--- config.mk ---
export PLATFORM = sky130hd
export DESIGN_NAME = lru_residency_table
export DESIGN_NICKNAME = d
export VERILOG_FILES = /design/src/lrt_pkg.sv /design/src/lrt_datapath.sv /design/src/lrt_control.sv /design/src/lru_residency_table.sv
export SDC_FILE = /design/constraint.sdc
export NUM_CORES = 2
export LEC_CHECK = 0
export BUFFER_PORTS_ARGS = -buffer_cell sky130_fd_sc_hd__clkbuf_2
export CORE_UTILIZATION = 30
export DETAILED_ROUTE_END_ITERATION = 8
export PLACE_DENSITY = 0.54
export SLEW_MARGIN = 10
export SYNTH_ARGS = -nofsm -noshare
export SYNTH_HDL_FRONTEND = slang
export SYNTH_SLANG_ARGS = --single-unit
--- constraint.sdc ---
create_clock -name clk -period 8.05 [get_ports clk]
set_input_delay 0.805 -clock clk [delete_from_list [all_inputs] [get_ports clk]]
set_output_delay 0.805 -clock clk [all_outputs]
set_load 0.05 [all_outputs]
--- src/lrt_pkg.sv ---
// ---------------------------------------------------------------------------
// LRU residency table package
// Shared types and codes for the table controller, datapath and top level.
// ---------------------------------------------------------------------------
package lrt_pkg;

    typedef enum logic [1:0] {
        MODE_ENSURE = 2'd0,
        MODE_LOOKUP = 2'd1,
        MODE_CLEAR  = 2'd2,
        MODE_NONE   = 2'd3
    } mode_t;

    typedef enum logic [1:0] {
        REG_ENABLE = 2'd0,
        REG_LIMIT  = 2'd1
    } reg_idx_t;

    typedef enum logic [1:0] {
        ST_IDLE,
        ST_DECIDE,
        ST_EVICT,
        ST_INSERT
    } state_t;

    typedef enum logic [2:0] {
        OP_NONE,
        OP_LATCH,
        OP_TOUCH,
        OP_EVICT,
        OP_INSERT
    } op_t;

    typedef enum logic [1:0] {
        RES_ZERO,
        RES_HIT,
        RES_NEW,
        RES_FREED
    } res_t;

    typedef struct packed {
        op_t  op;
        logic out_load;
        res_t res_kind;
        logic res_success;
        logic res_last;
    } lrt_cmd_t;

    typedef struct packed {
        mode_t mode;
        logic  enable;
        logic  hit;
        logic  insert_ok;
        logic  over_limit;
        logic  any_valid;
        logic  last_evict;
    } lrt_stat_t;

endpackage

--- src/lrt_datapath.sv ---
// ---------------------------------------------------------------------------
// LRU residency table datapath
// Entry storage, parallel key match, oldest-entry search and result register.
// ---------------------------------------------------------------------------
module lrt_datapath
    import lrt_pkg::*;
#(
    parameter int CAPACITY    = 16,
    parameter int KEY_BITS    = 32,
    parameter int HANDLE_BITS = 32
)
(
    input  logic                   clk,
    input  logic                   rst_n,
    input  logic [1:0]             in_mode,
    input  logic [KEY_BITS-1:0]    in_key,
    input  logic [14:0]            in_width,
    input  logic [14:0]            in_height,
    input  logic [2:0]             in_channels,
    input  logic [HANDLE_BITS-1:0] in_handle,
    input  logic                   enable,
    input  logic [4:0]             capacity_limit,
    input  lrt_cmd_t               cmd,
    output lrt_stat_t              stat,
    output logic                   res_success,
    output logic [HANDLE_BITS-1:0] res_handle,
    output logic                   res_freed_valid,
    output logic [HANDLE_BITS-1:0] res_freed_handle,
    output logic                   res_last
);

    localparam int IW = (CAPACITY > 1) ? $clog2(CAPACITY) : 1;
    localparam int CW = $clog2(CAPACITY + 1);

    logic [KEY_BITS-1:0]    key_reg [CAPACITY];
    logic [HANDLE_BITS-1:0] handle_reg [CAPACITY];
    logic [CAPACITY-1:0]    valid_reg;
    logic [IW-1:0]          rank_reg [CAPACITY];
    logic [CW-1:0]          count_reg;

    mode_t                  mode_reg;
    logic [KEY_BITS-1:0]    rkey_reg;
    logic [HANDLE_BITS-1:0] up_reg;
    logic                   dims_ok_reg;

    logic [CAPACITY-1:0] match;
    logic [IW-1:0]       hit_idx;
    logic [IW-1:0]       old_idx;
    logic [IW-1:0]       free_idx;
    logic                hit;
    logic                full;
    logic [CW-1:0]       lim;

    always_comb
    begin
        hit_idx  = '0;
        old_idx  = '0;
        free_idx = '0;
        hit      = 1'b0;
        full     = &valid_reg;
        for (int i = CAPACITY - 1; i >= 0; i--)
        begin
            match[i] = valid_reg[i] && (key_reg[i] == rkey_reg);
            if (match[i])
            begin
                hit_idx = IW'(i);
                hit     = 1'b1;
            end
            if (!valid_reg[i])
            begin
                free_idx = IW'(i);
            end
            if (valid_reg[i] && rank_reg[i] == IW'(count_reg - CW'(1)))
            begin
                old_idx = IW'(i);
            end
        end
        if (capacity_limit == 5'd0)
        begin
            lim = CW'(1);
        end
        else if (int'(capacity_limit) > CAPACITY)
        begin
            lim = CW'(CAPACITY);
        end
        else
        begin
            lim = CW'(capacity_limit);
        end
    end

    assign stat.mode       = mode_reg;
    assign stat.enable     = enable;
    assign stat.hit        = hit;
    assign stat.insert_ok  = dims_ok_reg && (up_reg != '0);
    assign stat.over_limit = (count_reg != '0) && ({1'b0, count_reg} >= {1'b0, lim});
    assign stat.any_valid  = |valid_reg;
    assign stat.last_evict = (mode_reg == MODE_CLEAR) ? (count_reg == CW'(1))
                                                      : (count_reg == lim);

    always_ff @(posedge clk)
    begin
        if (cmd.op == OP_LATCH)
        begin
            mode_reg    <= mode_t'(in_mode);
            rkey_reg    <= in_key;
            up_reg      <= in_handle;
            dims_ok_reg <= (in_width != '0) && (in_height != '0) && (in_channels != '0);
        end
        if (cmd.op == OP_INSERT)
        begin
            key_reg[free_idx]    <= rkey_reg;
            handle_reg[free_idx] <= up_reg;
        end
    end

    always_ff @(posedge clk or negedge rst_n)
    begin
        if (!rst_n)
        begin
            valid_reg <= '0;
            count_reg <= '0;
            for (int i = 0; i < CAPACITY; i++)
            begin
                rank_reg[i] <= '0;
            end
        end
        else
        begin
            case (cmd.op)
                OP_EVICT:
                begin
                    valid_reg[old_idx] <= 1'b0;
                    count_reg          <= count_reg - CW'(1);
                end
                OP_INSERT:
                begin
                    if (!full)
                    begin
                        valid_reg[free_idx] <= 1'b1;
                        count_reg           <= count_reg + CW'(1);
                    end
                end
                default:
                begin
                end
            endcase
            for (int i = 0; i < CAPACITY; i++)
            begin
                if (cmd.op == OP_TOUCH)
                begin
                    if (IW'(i) == hit_idx)
                    begin
                        rank_reg[i] <= '0;
                    end
                    else if (valid_reg[i] && rank_reg[i] < rank_reg[hit_idx])
                    begin
                        rank_reg[i] <= rank_reg[i] + IW'(1);
                    end
                end
                else if (cmd.op == OP_INSERT && !full)
                begin
                    if (IW'(i) == free_idx)
                    begin
                        rank_reg[i] <= '0;
                    end
                    else if (valid_reg[i])
                    begin
                        rank_reg[i] <= rank_reg[i] + IW'(1);
                    end
                end
            end
        end
    end

    always_ff @(posedge clk)
    begin
        if (cmd.out_load)
        begin
            res_success <= cmd.res_success;
            res_last    <= cmd.res_last;
            case (cmd.res_kind)
                RES_HIT:
                begin
                    res_handle       <= handle_reg[hit_idx];
                    res_freed_valid  <= 1'b0;
                    res_freed_handle <= '0;
                end
                RES_NEW:
                begin
                    res_handle       <= up_reg;
                    res_freed_valid  <= 1'b0;
                    res_freed_handle <= '0;
                end
                RES_FREED:
                begin
                    res_handle       <= (mode_reg == MODE_ENSURE) ? up_reg : '0;
                    res_freed_valid  <= 1'b1;
                    res_freed_handle <= handle_reg[old_idx];
                end
                default:
                begin
                    res_handle       <= '0;
                    res_freed_valid  <= 1'b0;
                    res_freed_handle <= '0;
                end
            endcase
        end
    end

endmodule

--- src/lrt_control.sv ---
// ---------------------------------------------------------------------------
// LRU residency table controller
// Sequences one item through decision, evictions, insertion and result delivery.
// ---------------------------------------------------------------------------
module lrt_control
    import lrt_pkg::*;
(
    input  logic      clk,
    input  logic      rst_n,
    input  logic      in_fire,
    input  logic      out_ready,
    input  lrt_stat_t stat,
    output logic      in_ready,
    output logic      out_valid,
    output lrt_cmd_t  cmd
);

    state_t state_reg;
    state_t state_next;
    logic   ov_reg;
    logic   ov_next;

    always_ff @(posedge clk or negedge rst_n)
    begin
        if (!rst_n)
        begin
            state_reg <= ST_IDLE;
            ov_reg    <= 1'b0;
        end
        else
        begin
            state_reg <= state_next;
            ov_reg    <= ov_next;
        end
    end

    assign out_valid = ov_reg;

    always_comb
    begin
        state_next      = state_reg;
        ov_next         = ov_reg && !out_ready;
        in_ready        = 1'b0;
        cmd.op          = OP_NONE;
        cmd.out_load    = 1'b0;
        cmd.res_kind    = RES_ZERO;
        cmd.res_success = 1'b0;
        cmd.res_last    = 1'b1;
        case (state_reg)
            ST_IDLE:
            begin
                in_ready = 1'b1;
                if (in_fire)
                begin
                    cmd.op     = OP_LATCH;
                    state_next = ST_DECIDE;
                end
            end
            ST_DECIDE:
            begin
                if (!ov_reg || out_ready)
                begin
                    cmd.out_load = 1'b1;
                    ov_next      = 1'b1;
                    state_next   = ST_IDLE;
                    case (stat.mode)
                        MODE_ENSURE:
                        begin
                            if (!stat.enable)
                            begin
                                cmd.res_kind = RES_ZERO;
                            end
                            else if (stat.hit)
                            begin
                                cmd.op          = OP_TOUCH;
                                cmd.res_kind    = RES_HIT;
                                cmd.res_success = 1'b1;
                            end
                            else if (!stat.insert_ok)
                            begin
                                cmd.res_kind = RES_ZERO;
                            end
                            else if (stat.over_limit)
                            begin
                                cmd.op          = OP_EVICT;
                                cmd.res_kind    = RES_FREED;
                                cmd.res_success = 1'b1;
                                cmd.res_last    = stat.last_evict;
                                state_next      = stat.last_evict ? ST_INSERT : ST_EVICT;
                            end
                            else
                            begin
                                cmd.op          = OP_INSERT;
                                cmd.res_kind    = RES_NEW;
                                cmd.res_success = 1'b1;
                            end
                        end
                        MODE_LOOKUP:
                        begin
                            cmd.res_kind    = stat.hit ? RES_HIT : RES_ZERO;
                            cmd.res_success = stat.hit;
                        end
                        MODE_CLEAR:
                        begin
                            if (stat.any_valid)
                            begin
                                cmd.op       = OP_EVICT;
                                cmd.res_kind = RES_FREED;
                                cmd.res_last = stat.last_evict;
                                state_next   = stat.last_evict ? ST_IDLE : ST_EVICT;
                            end
                        end
                        default:
                        begin
                        end
                    endcase
                end
            end
            ST_EVICT:
            begin
                if (!ov_reg || out_ready)
                begin
                    cmd.op          = OP_EVICT;
                    cmd.out_load    = 1'b1;
                    cmd.res_kind    = RES_FREED;
                    cmd.res_success = (stat.mode == MODE_ENSURE);
                    cmd.res_last    = stat.last_evict;
                    ov_next         = 1'b1;
                    if (stat.last_evict)
                    begin
                        state_next = (stat.mode == MODE_ENSURE) ? ST_INSERT : ST_IDLE;
                    end
                end
            end
            ST_INSERT:
            begin
                cmd.op     = OP_INSERT;
                state_next = ST_IDLE;
            end
            default:
            begin
                state_next = ST_IDLE;
            end
        endcase
    end

endmodule

--- src/lru_residency_table.sv ---
// ---------------------------------------------------------------------------
// LRU residency table
// Fully associative tile table in least-recently-used order.
// ---------------------------------------------------------------------------
// Channel   Direction  Payload
// s_axis    in         tuser: mode; tdata: tile_key, sizes, upload_handle
// m_axis    out        tuser: freed_valid; tdata: success, handles; tlast
// cfg       in         enable, capacity_limit
//
// An item is accepted in idle and decided in the decide state, so a lookup, a
// hit, a refused ensure or a plain insert gives a single result. An ensure that
// evicts gives one result per eviction, then places the new entry. A clear
// gives one result per valid entry, or a single empty result if there is none.
// One output register holds a result; the next step waits while it is stalled,
// but a new item can be accepted behind it. Reset empties the table, clears
// enable and sets the limit to sixteen.
// ---------------------------------------------------------------------------
module lru_residency_table
    import lrt_pkg::*;
#(
    parameter int CAPACITY    = 16,
    parameter int KEY_BITS    = 32,
    parameter int HANDLE_BITS = 32
)
(
    input  logic clk,
    input  logic rst_n,
    input  logic s_axis_tvalid,
    output logic s_axis_tready,
    // tile_key, tile_width, tile_height, channel_count, upload_handle
    input  logic [((KEY_BITS+33+HANDLE_BITS+7)/8)*8-1:0] s_axis_tdata,
    // mode
    input  logic [1:0] s_axis_tuser,
    output logic m_axis_tvalid,
    input  logic m_axis_tready,
    // success, handle_out, freed_handle
    output logic [((1+2*HANDLE_BITS+7)/8)*8-1:0] m_axis_tdata,
    // freed_valid
    output logic [0:0] m_axis_tuser,
    output logic m_axis_tlast,
    input  logic cfg_we,
    input  logic [0:0] cfg_index,
    input  logic [4:0] cfg_wdata
);

    localparam int OW = ((1 + 2 * HANDLE_BITS + 7) / 8) * 8;
    localparam int KO = 0;
    localparam int WO = KO + KEY_BITS;
    localparam int HO = WO + 15;
    localparam int CO = HO + 15;
    localparam int UO = CO + 3;

    logic       enable_reg;
    logic [4:0] limit_reg;

    always_ff @(posedge clk or negedge rst_n)
    begin
        if (!rst_n)
        begin
            enable_reg <= 1'b0;
            limit_reg  <= 5'd16;
        end
        else if (cfg_we)
        begin
            if (cfg_index == 1'(REG_ENABLE))
            begin
                enable_reg <= cfg_wdata[0];
            end
            else
            begin
                limit_reg <= cfg_wdata;
            end
        end
    end

    lrt_cmd_t               cmd;
    lrt_stat_t              stat;
    logic                   r_succ;
    logic [HANDLE_BITS-1:0] r_hnd;
    logic                   r_fv;
    logic [HANDLE_BITS-1:0] r_fh;
    logic                   r_last;
    logic                   ov;
    logic                   in_rdy;
    logic                   in_fire;

    assign in_fire = s_axis_tvalid && in_rdy;

    lrt_control u_ctrl (
        .clk       (clk),
        .rst_n     (rst_n),
        .in_fire   (in_fire),
        .out_ready (m_axis_tready),
        .stat      (stat),
        .in_ready  (in_rdy),
        .out_valid (ov),
        .cmd       (cmd)
    );

    lrt_datapath #(
        .CAPACITY    (CAPACITY),
        .KEY_BITS    (KEY_BITS),
        .HANDLE_BITS (HANDLE_BITS)
    ) u_dp (
        .clk              (clk),
        .rst_n            (rst_n),
        .in_mode          (s_axis_tuser),
        .in_key           (s_axis_tdata[WO-1:KO]),
        .in_width         (s_axis_tdata[HO-1:WO]),
        .in_height        (s_axis_tdata[CO-1:HO]),
        .in_channels      (s_axis_tdata[UO-1:CO]),
        .in_handle        (s_axis_tdata[UO+HANDLE_BITS-1:UO]),
        .enable           (enable_reg),
        .capacity_limit   (limit_reg),
        .cmd              (cmd),
        .stat             (stat),
        .res_success      (r_succ),
        .res_handle       (r_hnd),
        .res_freed_valid  (r_fv),
        .res_freed_handle (r_fh),
        .res_last         (r_last)
    );

    assign s_axis_tready = in_rdy;
    assign m_axis_tvalid = ov;
    assign m_axis_tlast  = r_last;
    assign m_axis_tuser  = r_fv;
    assign m_axis_tdata  = OW'({r_fh, r_hnd, r_succ});

endmodule

-- After elaboration in Yosys (flattened, before gate mapping)
Memories as Yosys holds them, arrays and structs flattened. A register that Yosys moved wholly into a read port is not among the register bits.
Index checks and enable logic that the tools add are counted.
- input port bits: 117
- memories: 2
- output and inout port bits: 76
- register bits after elaboration: 196
- word-level logic and storage cells: 520
- RAM bits: 1024
- memory list (name ; words ; width ; read ports ; clocked after memory_dff ; write ports ; line ; RTL):
    u_dp.handle_reg ; 16 ; 32 ; 2 ; 1 ; 1 ; lrt_datapath.sv:36 ; logic [HANDLE_BITS-1:0] handle_reg [CAPACITY];
    u_dp.key_reg ; 16 ; 32 ; 16 ; 0 ; 1 ; lrt_datapath.sv:35 ; logic [KEY_BITS-1:0] key_reg [CAPACITY];
- add/sub/neg operators: 18
- equality and inequality tests: 97
- multiplexer cells: 232
- magnitude comparators: 23
- reduce and logical (&&, ||, !) cells: 113
- bitwise operators: 5
- operators with widths (cell ; number):
    $mux 4 ; 146
    $eq 32x32->1 ; 16
    $pmux 32 s3 ; 1
    $add 4x1->4 const B ; 16
    $eq 4x4->1 ; 16
    $eq 4x4->1 const A ; 16
    $lt 4x4->1 ; 16
    $logic_and 1x1->1 ; 57
    $reduce_bool 3->1 ; 17
    $ne 3x3->1 const B ; 16
    $reduce_and 3->1 ; 16
    $mux 2 ; 23
    $mux 3 ; 11
    $eq 3x4->1 const A ; 8
    $mux 32 ; 1
    $pmux 16 s2 ; 1
    $reduce_bool 32->1 ; 1
    $mux 1 ; 31
    $reduce_bool 15->1 ; 2
    $pmux 5 s2 ; 2
    $and 16x16->16 ; 1
    $bmux 4 s4 ; 1
    $eq 2x4->1 const A ; 4
    $mux 16 ; 1
    other kinds (43) ; 68

-- Logic depth before layout (Yosys ltp)
An unclocked memory read counts as a cell.
- depth after elaboration: 39
- gate-level depth with buffers: 30
- depth with buffers taken out: 25

-- Cells and area by module
Synthesis repeated with hierarchy kept, for this count alone.
- cells, all modules: 4610
- area, all modules: 61142.4 um^2
- by module, submodules not included (module ; instances ; area each (um^2) ; cells an instance ; sequential area each (um^2)):
    lrt_datapath ; 1 ; 60390.4 ; 4526 ; 36900.4
    lrt_control ; 1 ; 431.7 ; 60 ; 75.1
    lru_residency_table ; 1 ; 320.3 ; 24 ; 151.4

-- Worst setup path before layout
No wires, ideal clock.
- path type: register to register
- start: register u_dp.rkey_reg[27]
- end: register u_dp.rank_reg[18] (netlist name)
- clock period less this slack: 8.836 ns
- path slack: -0.786 ns
- cell stages (with the launch flop): 19
- data arrival time: 8.715 ns
- path buffers: 4
- library setup time: 0.121 ns
- data required time: 7.929 ns
- path through: edfxtp_1 -> clkbuf_1 -> buf_4 -> xor2_1 -> nor4_1 -> nand3_1 -> nor4_1 -> or4bb_1 -> nor3_1 -> a31oi_1 -> or3_1 -> clkbuf_1 -> clkbuf_1 -> nor3_1 -> o22ai_1 -> o21a_1 -> o21ai_1 -> o21ai_0 -> a22o_1
- word-level cells in the longest chain between the ends: 27
- elaborated cells between the ends (all ways): 85
- those cells by class: order compare (1); eq/ne (20); mux (42); bitwise (1); reduce/logical (21)
- RTL lines (item ; line ; RTL):
    start, declared ; lrt_datapath.sv:42 ; logic [KEY_BITS-1:0] rkey_reg;
    start signal, assigned ; lrt_datapath.sv:106 ; rkey_reg <= in_key;
    parallel branches: the longest is 27 deep, another holds $eq 32x32->1 ; -- ;
    end signal, assigned by index ; lrt_datapath.sv:158 ; rank_reg[i] <= rank_reg[i] + IW'(1);
    end signal, assigned by index ; lrt_datapath.sv:169 ; rank_reg[i] <= rank_reg[i] + IW'(1);
    end, declared ; lrt_datapath.sv:38 ; logic [IW-1:0] rank_reg [CAPACITY];
Parallel ways; which one is timed is not known. The select of a mux whose other input is x is not followed.
A chain may end at the register's enable or synchronous reset.

-- Worst setup path in the final report
- start: register u_dp.rkey_reg[23]
- end: register u_dp.res_handle[22], data pin
- word-level cells in the longest chain between the ends: 25
- elaborated cells between the ends (all ways): 75
- those cells by class: eq/ne (19); mux (39); reduce/logical (16); memory (1)
- RTL lines (item ; line ; RTL):
    $eq 32x32->1 ; lrt_datapath.sv:63 ; match[i] = valid_reg[i] && (key_reg[i] == rkey_reg);
    $logic_and 1x1->1 ; lrt_datapath.sv:63 ;
    $mux 1 (16 in a row) ; lrt_datapath.sv:64 ; if (match[i])
    $mux 3 ; lrt_control.sv:73 ; else if (stat.hit)
    $mux 2 ; lrt_control.sv:69 ; if (!stat.enable)
    $pmux 2 s3 ; lrt_control.sv:66 ; case (stat.mode)
    $mux 8 ; lrt_control.sv:61 ; if (!ov_reg || out_ready)
    $pmux 5 s2 ; lrt_control.sv:49 ; case (state_reg)
    $eq 2x2->1 or $eq 2x1->1 (tied branches) ; lrt_datapath.sv:182 ; case (cmd.res_kind)
    $pmux 32 s3 * ; lrt_datapath.sv:182 ;
    end signal, assigned ; lrt_datapath.sv:185 ; res_handle <= handle_reg[hit_idx];
    end signal, assigned ; lrt_datapath.sv:191 ; res_handle <= up_reg;
    end signal, assigned ; lrt_datapath.sv:197 ; res_handle <= (mode_reg == MODE_ENSURE) ? up_reg : '0;
    end, declared ; lrt_datapath.sv:26 ; output logic [HANDLE_BITS-1:0] res_handle,
Every way passes the cells marked *; elsewhere a longest branch is shown, timed or not.

==> metrics.md <==
| Metric | Value |
|---|---|
| Worst path cell trace | buf_4 -> xor2_1 -> nor4b_1 -> nand3b_1 -> nor3_1 -> buf_4 -> nand2b_1 -> nand4_1 -> o21ai_4 -> buf_4 -> buf_4 -> mux2_2 -> o21ai_0 -> a22oi_1 -> a32o_1 |
| Post-synth EDFFs | 1158 |
| Leakage | 22.97 nW |
| Yosys reg bits | 1252 |
| Post-Place Worst Slack | between 0.9 and 1 ns |
| Achievable Freq | roughly 0.14 GHz |
| Setup tns final | 0 ns |
| Max cap viols | 0 |
| Pwr Density | between 200 and 300 nW/µm² |
| Setup violators final | 0 |
| CP endpoint kind | flip-flop |
| Maximum clock path buffer count | 3 |
| Vert. Die Dim | 452.3 µm |
| Worst rel slew slack | 19.23% |
| Register area share after synthesis | 61.04% |
| Total CTS buffers | 145 |
| Nets@finish | 5065 |
| Max VDD drop | between 0.00015 and 0.0002 V |
| CTS root buffer | clkbuf_16 |
| First-pass GRT wire length | 282300 µm |
| Area leader, netlist | edfxtp_1 |
| Placer Congestion | 0.8907 |
| Routed Antenna Nets | 0 |
| PostCTS Resize Cnt | 0 |
| Final period util | 88.60% |
| CTS tree | done |
| Hold Crit Class | primary input to flip-flop |
| Synth cell types | 96 |
| Area growth, synth to finish | 15.93% |
| Core Area | 200700 µm² |
| Dpl cells | 7380 |
| Drt total wl | 198700 µm |
| Commonest non-fill, non-tap cell in the layout | edfxtp_1 |
| DRC viols | 0 |
| Mapped Area | 60820 µm² |
| Critical path type | flip-flop to flip-flop |
| Area share of the largest cell type after synthesis | 57.17% |
| Skew final | 0.03324 ns |
| Initial Util | a little over 30% |
| Via density | 5.338 |
| Worst-skew pair later-pin latency | about 0.81 ns |
| CP max-delay cell | edfxtp_1 |
| Final hold vios | 0 |
| Final instance area | 70510 µm² |
| Filler-free cell count of the finished design | 7647 |
| Most frequent CP cell | buf_4 |
| Worst slew pin tran | 1.212 ns |
| Vias in the first global route | 39978 |
| Final min period | 7.132 ns |
| Syn Inst Count | 4608 |
| Drt initial violations | ~3700 |
| Num rows | 164 |
| Buffers on Ports | 178 |
| Power Total | 17.68 mW |
| RSZ-0062 raised after global routing | no |
| Min Hold Slack | 0.1729 ns |
| Setup ws final | 0.9177 ns |
| Number of I/O pins | 193 |
| Top cell family by delay on the critical path | buffers and inverters |
| Commonest cells after routing, fill and taps aside | edfxtp_1, mux2i_1, xor2_1 |
| Wire length per cell | 25.98 µm |
| Final core utilization | 35.14% |
| Synth Flop Type | edfxtp_1 |
| Total track usage | roughly a fifth |
| FILL cells | 19519 |
| Grt ovf | 0 |
| Max Slew Vio Count | 0 |
| Crit start category | flip-flop |
| Reg clk slew, reported paths | roughly 0.06 ns |
| Die W | 452.3 µm |
| Post-DP HPWL | between 100000 and 150000 µm |
| First-pass iteration count of the detailed router | 8 |
| H-tree depth | 4 |
| Initial antenna violation count | 8 |
| Via count | ~41000 |
| Critical Path AT | 7.68 ns |
| Post-DP Area | 65850 µm² |
| Worst EP required | 8.59 ns |
| WP buf/inv | 4 |
| Status | complete, no violations |
| Synth Warn # | 0 |
| Post-Syn Area per Cell | 13.20 µm² |
| TritonCTS sink count | 1252 |
| Peak per-stage delay on the critical path | 1.15 ns |
| Largest fanout on the critical path | between 50 and 60 |
| Asr flop ratio synth | 7.508% |
| Pin count of the biggest net entering global routing | roughly 140 |
| Total die area | 204500 µm² |
| Layout cells sized above 1 | 15.22% |
| Synth area leaders | edfxtp_1, mux2i_1, xor2_1 |
-- worst reg2reg max path, cell delays in order, from the launching register on --
cell      delay, ns
edfxtp_1       1.15
buf_4          0.38
xor2_1         0.12
nor4b_1        0.27
nand3b_1       0.11
nor3_1         0.37
buf_4          0.24
nand2b_1       0.14
nand4_1        0.17
o21ai_4        0.88
buf_4          0.89
buf_4          1.07
mux2_2         0.47
o21ai_0        0.19
a22oi_1        0.12
a32o_1         0.31
-- final timing paths --
path	from	end	slack, ns	cells past startpoint
hold / removal	s_axis_tdata[27]	u_dp.rkey_reg[27]$_DFFE_PN_	0.17	1
setup reg to reg	u_dp.rkey_reg[23]$_DFFE_PN_	u_dp.res_handle[22]$_DFFE_PP_	0.92	15
hold reg to reg	u_dp.valid_reg[8]$_DFFE_PN0P_	u_dp.valid_reg[8]$_DFFE_PN0P_	0.50	1
min in group asynchronous	rst_n	limit_reg[2]$_DFFE_PN0P_	0.58	2
setup / recovery	u_dp.rkey_reg[23]$_DFFE_PN_	u_dp.res_handle[22]$_DFFE_PP_	0.92	15
max in group asynchronous	rst_n	u_dp.rank_reg[43]$_DFFE_PN0P_	6.27	3
-- synthesized netlist by cell type, types with 18 or more instances --
library cell and n:
nand2b_1 47, xor2_1 382, a22oi_1 33, nor2b_1 20
nand3_1 88, buf_4 21, nand4_1 104, nand4b_1 20
o21ai_0 163, mux2i_1 444, ha_1 76, edfxtp_1 1158
buf_2 44, mux2_2 116, nand2_1 308, o22ai_1 138
dfrtp_1 93, nor4_1 211, o21ai_1 18, nor2_1 157
a32o_1 33, xnor2_1 189, clkbuf_1 133, nor3_1 82
buf_1 41, a21oi_1 113, or3_1 22, inv_1 59
-- logic make-up (layout without fill, tap and decap cells) --
family | after synthesis | in the layout | synth area share [%]
other | 1 | 11 | 0.006165
AND/OR/NAND/NOR | 1168 | 1168 | 10.12
flip-flops | 1252 | 1252 | 61.04
adder cells (fa/ha/maj) | 76 | 76 | 1.563
XOR/XNOR | 573 | 573 | 8.296
AO/OA/AOI/OAI | 660 | 660 | 7.081
multiplexers | 566 | 566 | 9.572
buffers and inverters | 312 | 685 | 2.318
-- final cells by class --
class	instances	area, µm²	area share (%)
Sequential cell	1252	37130	52.65
Multi-Input combinational cell	3050	22570	32.00
Clock buffer	174	3769	5.345
Tap cell	2656	3323	4.713
Timing Repair Buffer	364	2618	3.712
Clock inverter	88	870.8	1.235
Inverter	59	226.5	0.3212
Antenna cell	4	10.01	0.01420
-- per-layer routing --
layer | vias up | GRT usage (%) | wire, µm
met4 | 0 | 7.055 | 7466
met1 | 20786 | 25.75 | 87560
met2 | 1475 | 30.50 | 91670
li1 | 18177 | - | -
met3 | 379 | 2.795 | 11990
met5 | - | 0 | 0
-- where the power goes --
group	switching [mW]	leakage (nW)	internal, mW
Clock	2.79	2.25	3.69
Combinational	2.13	9.04	0.939
Sequential	0.473	11.7	7.66
Total	5.40	23.0	12.3
-- timing repair --
item	CTS	global route
buffers inserted	0	0
endpoints found under the hold margin	26	0
setup endpoints to repair	0	0
hold buffers	1	0
(Power assumes the default switching activity.)
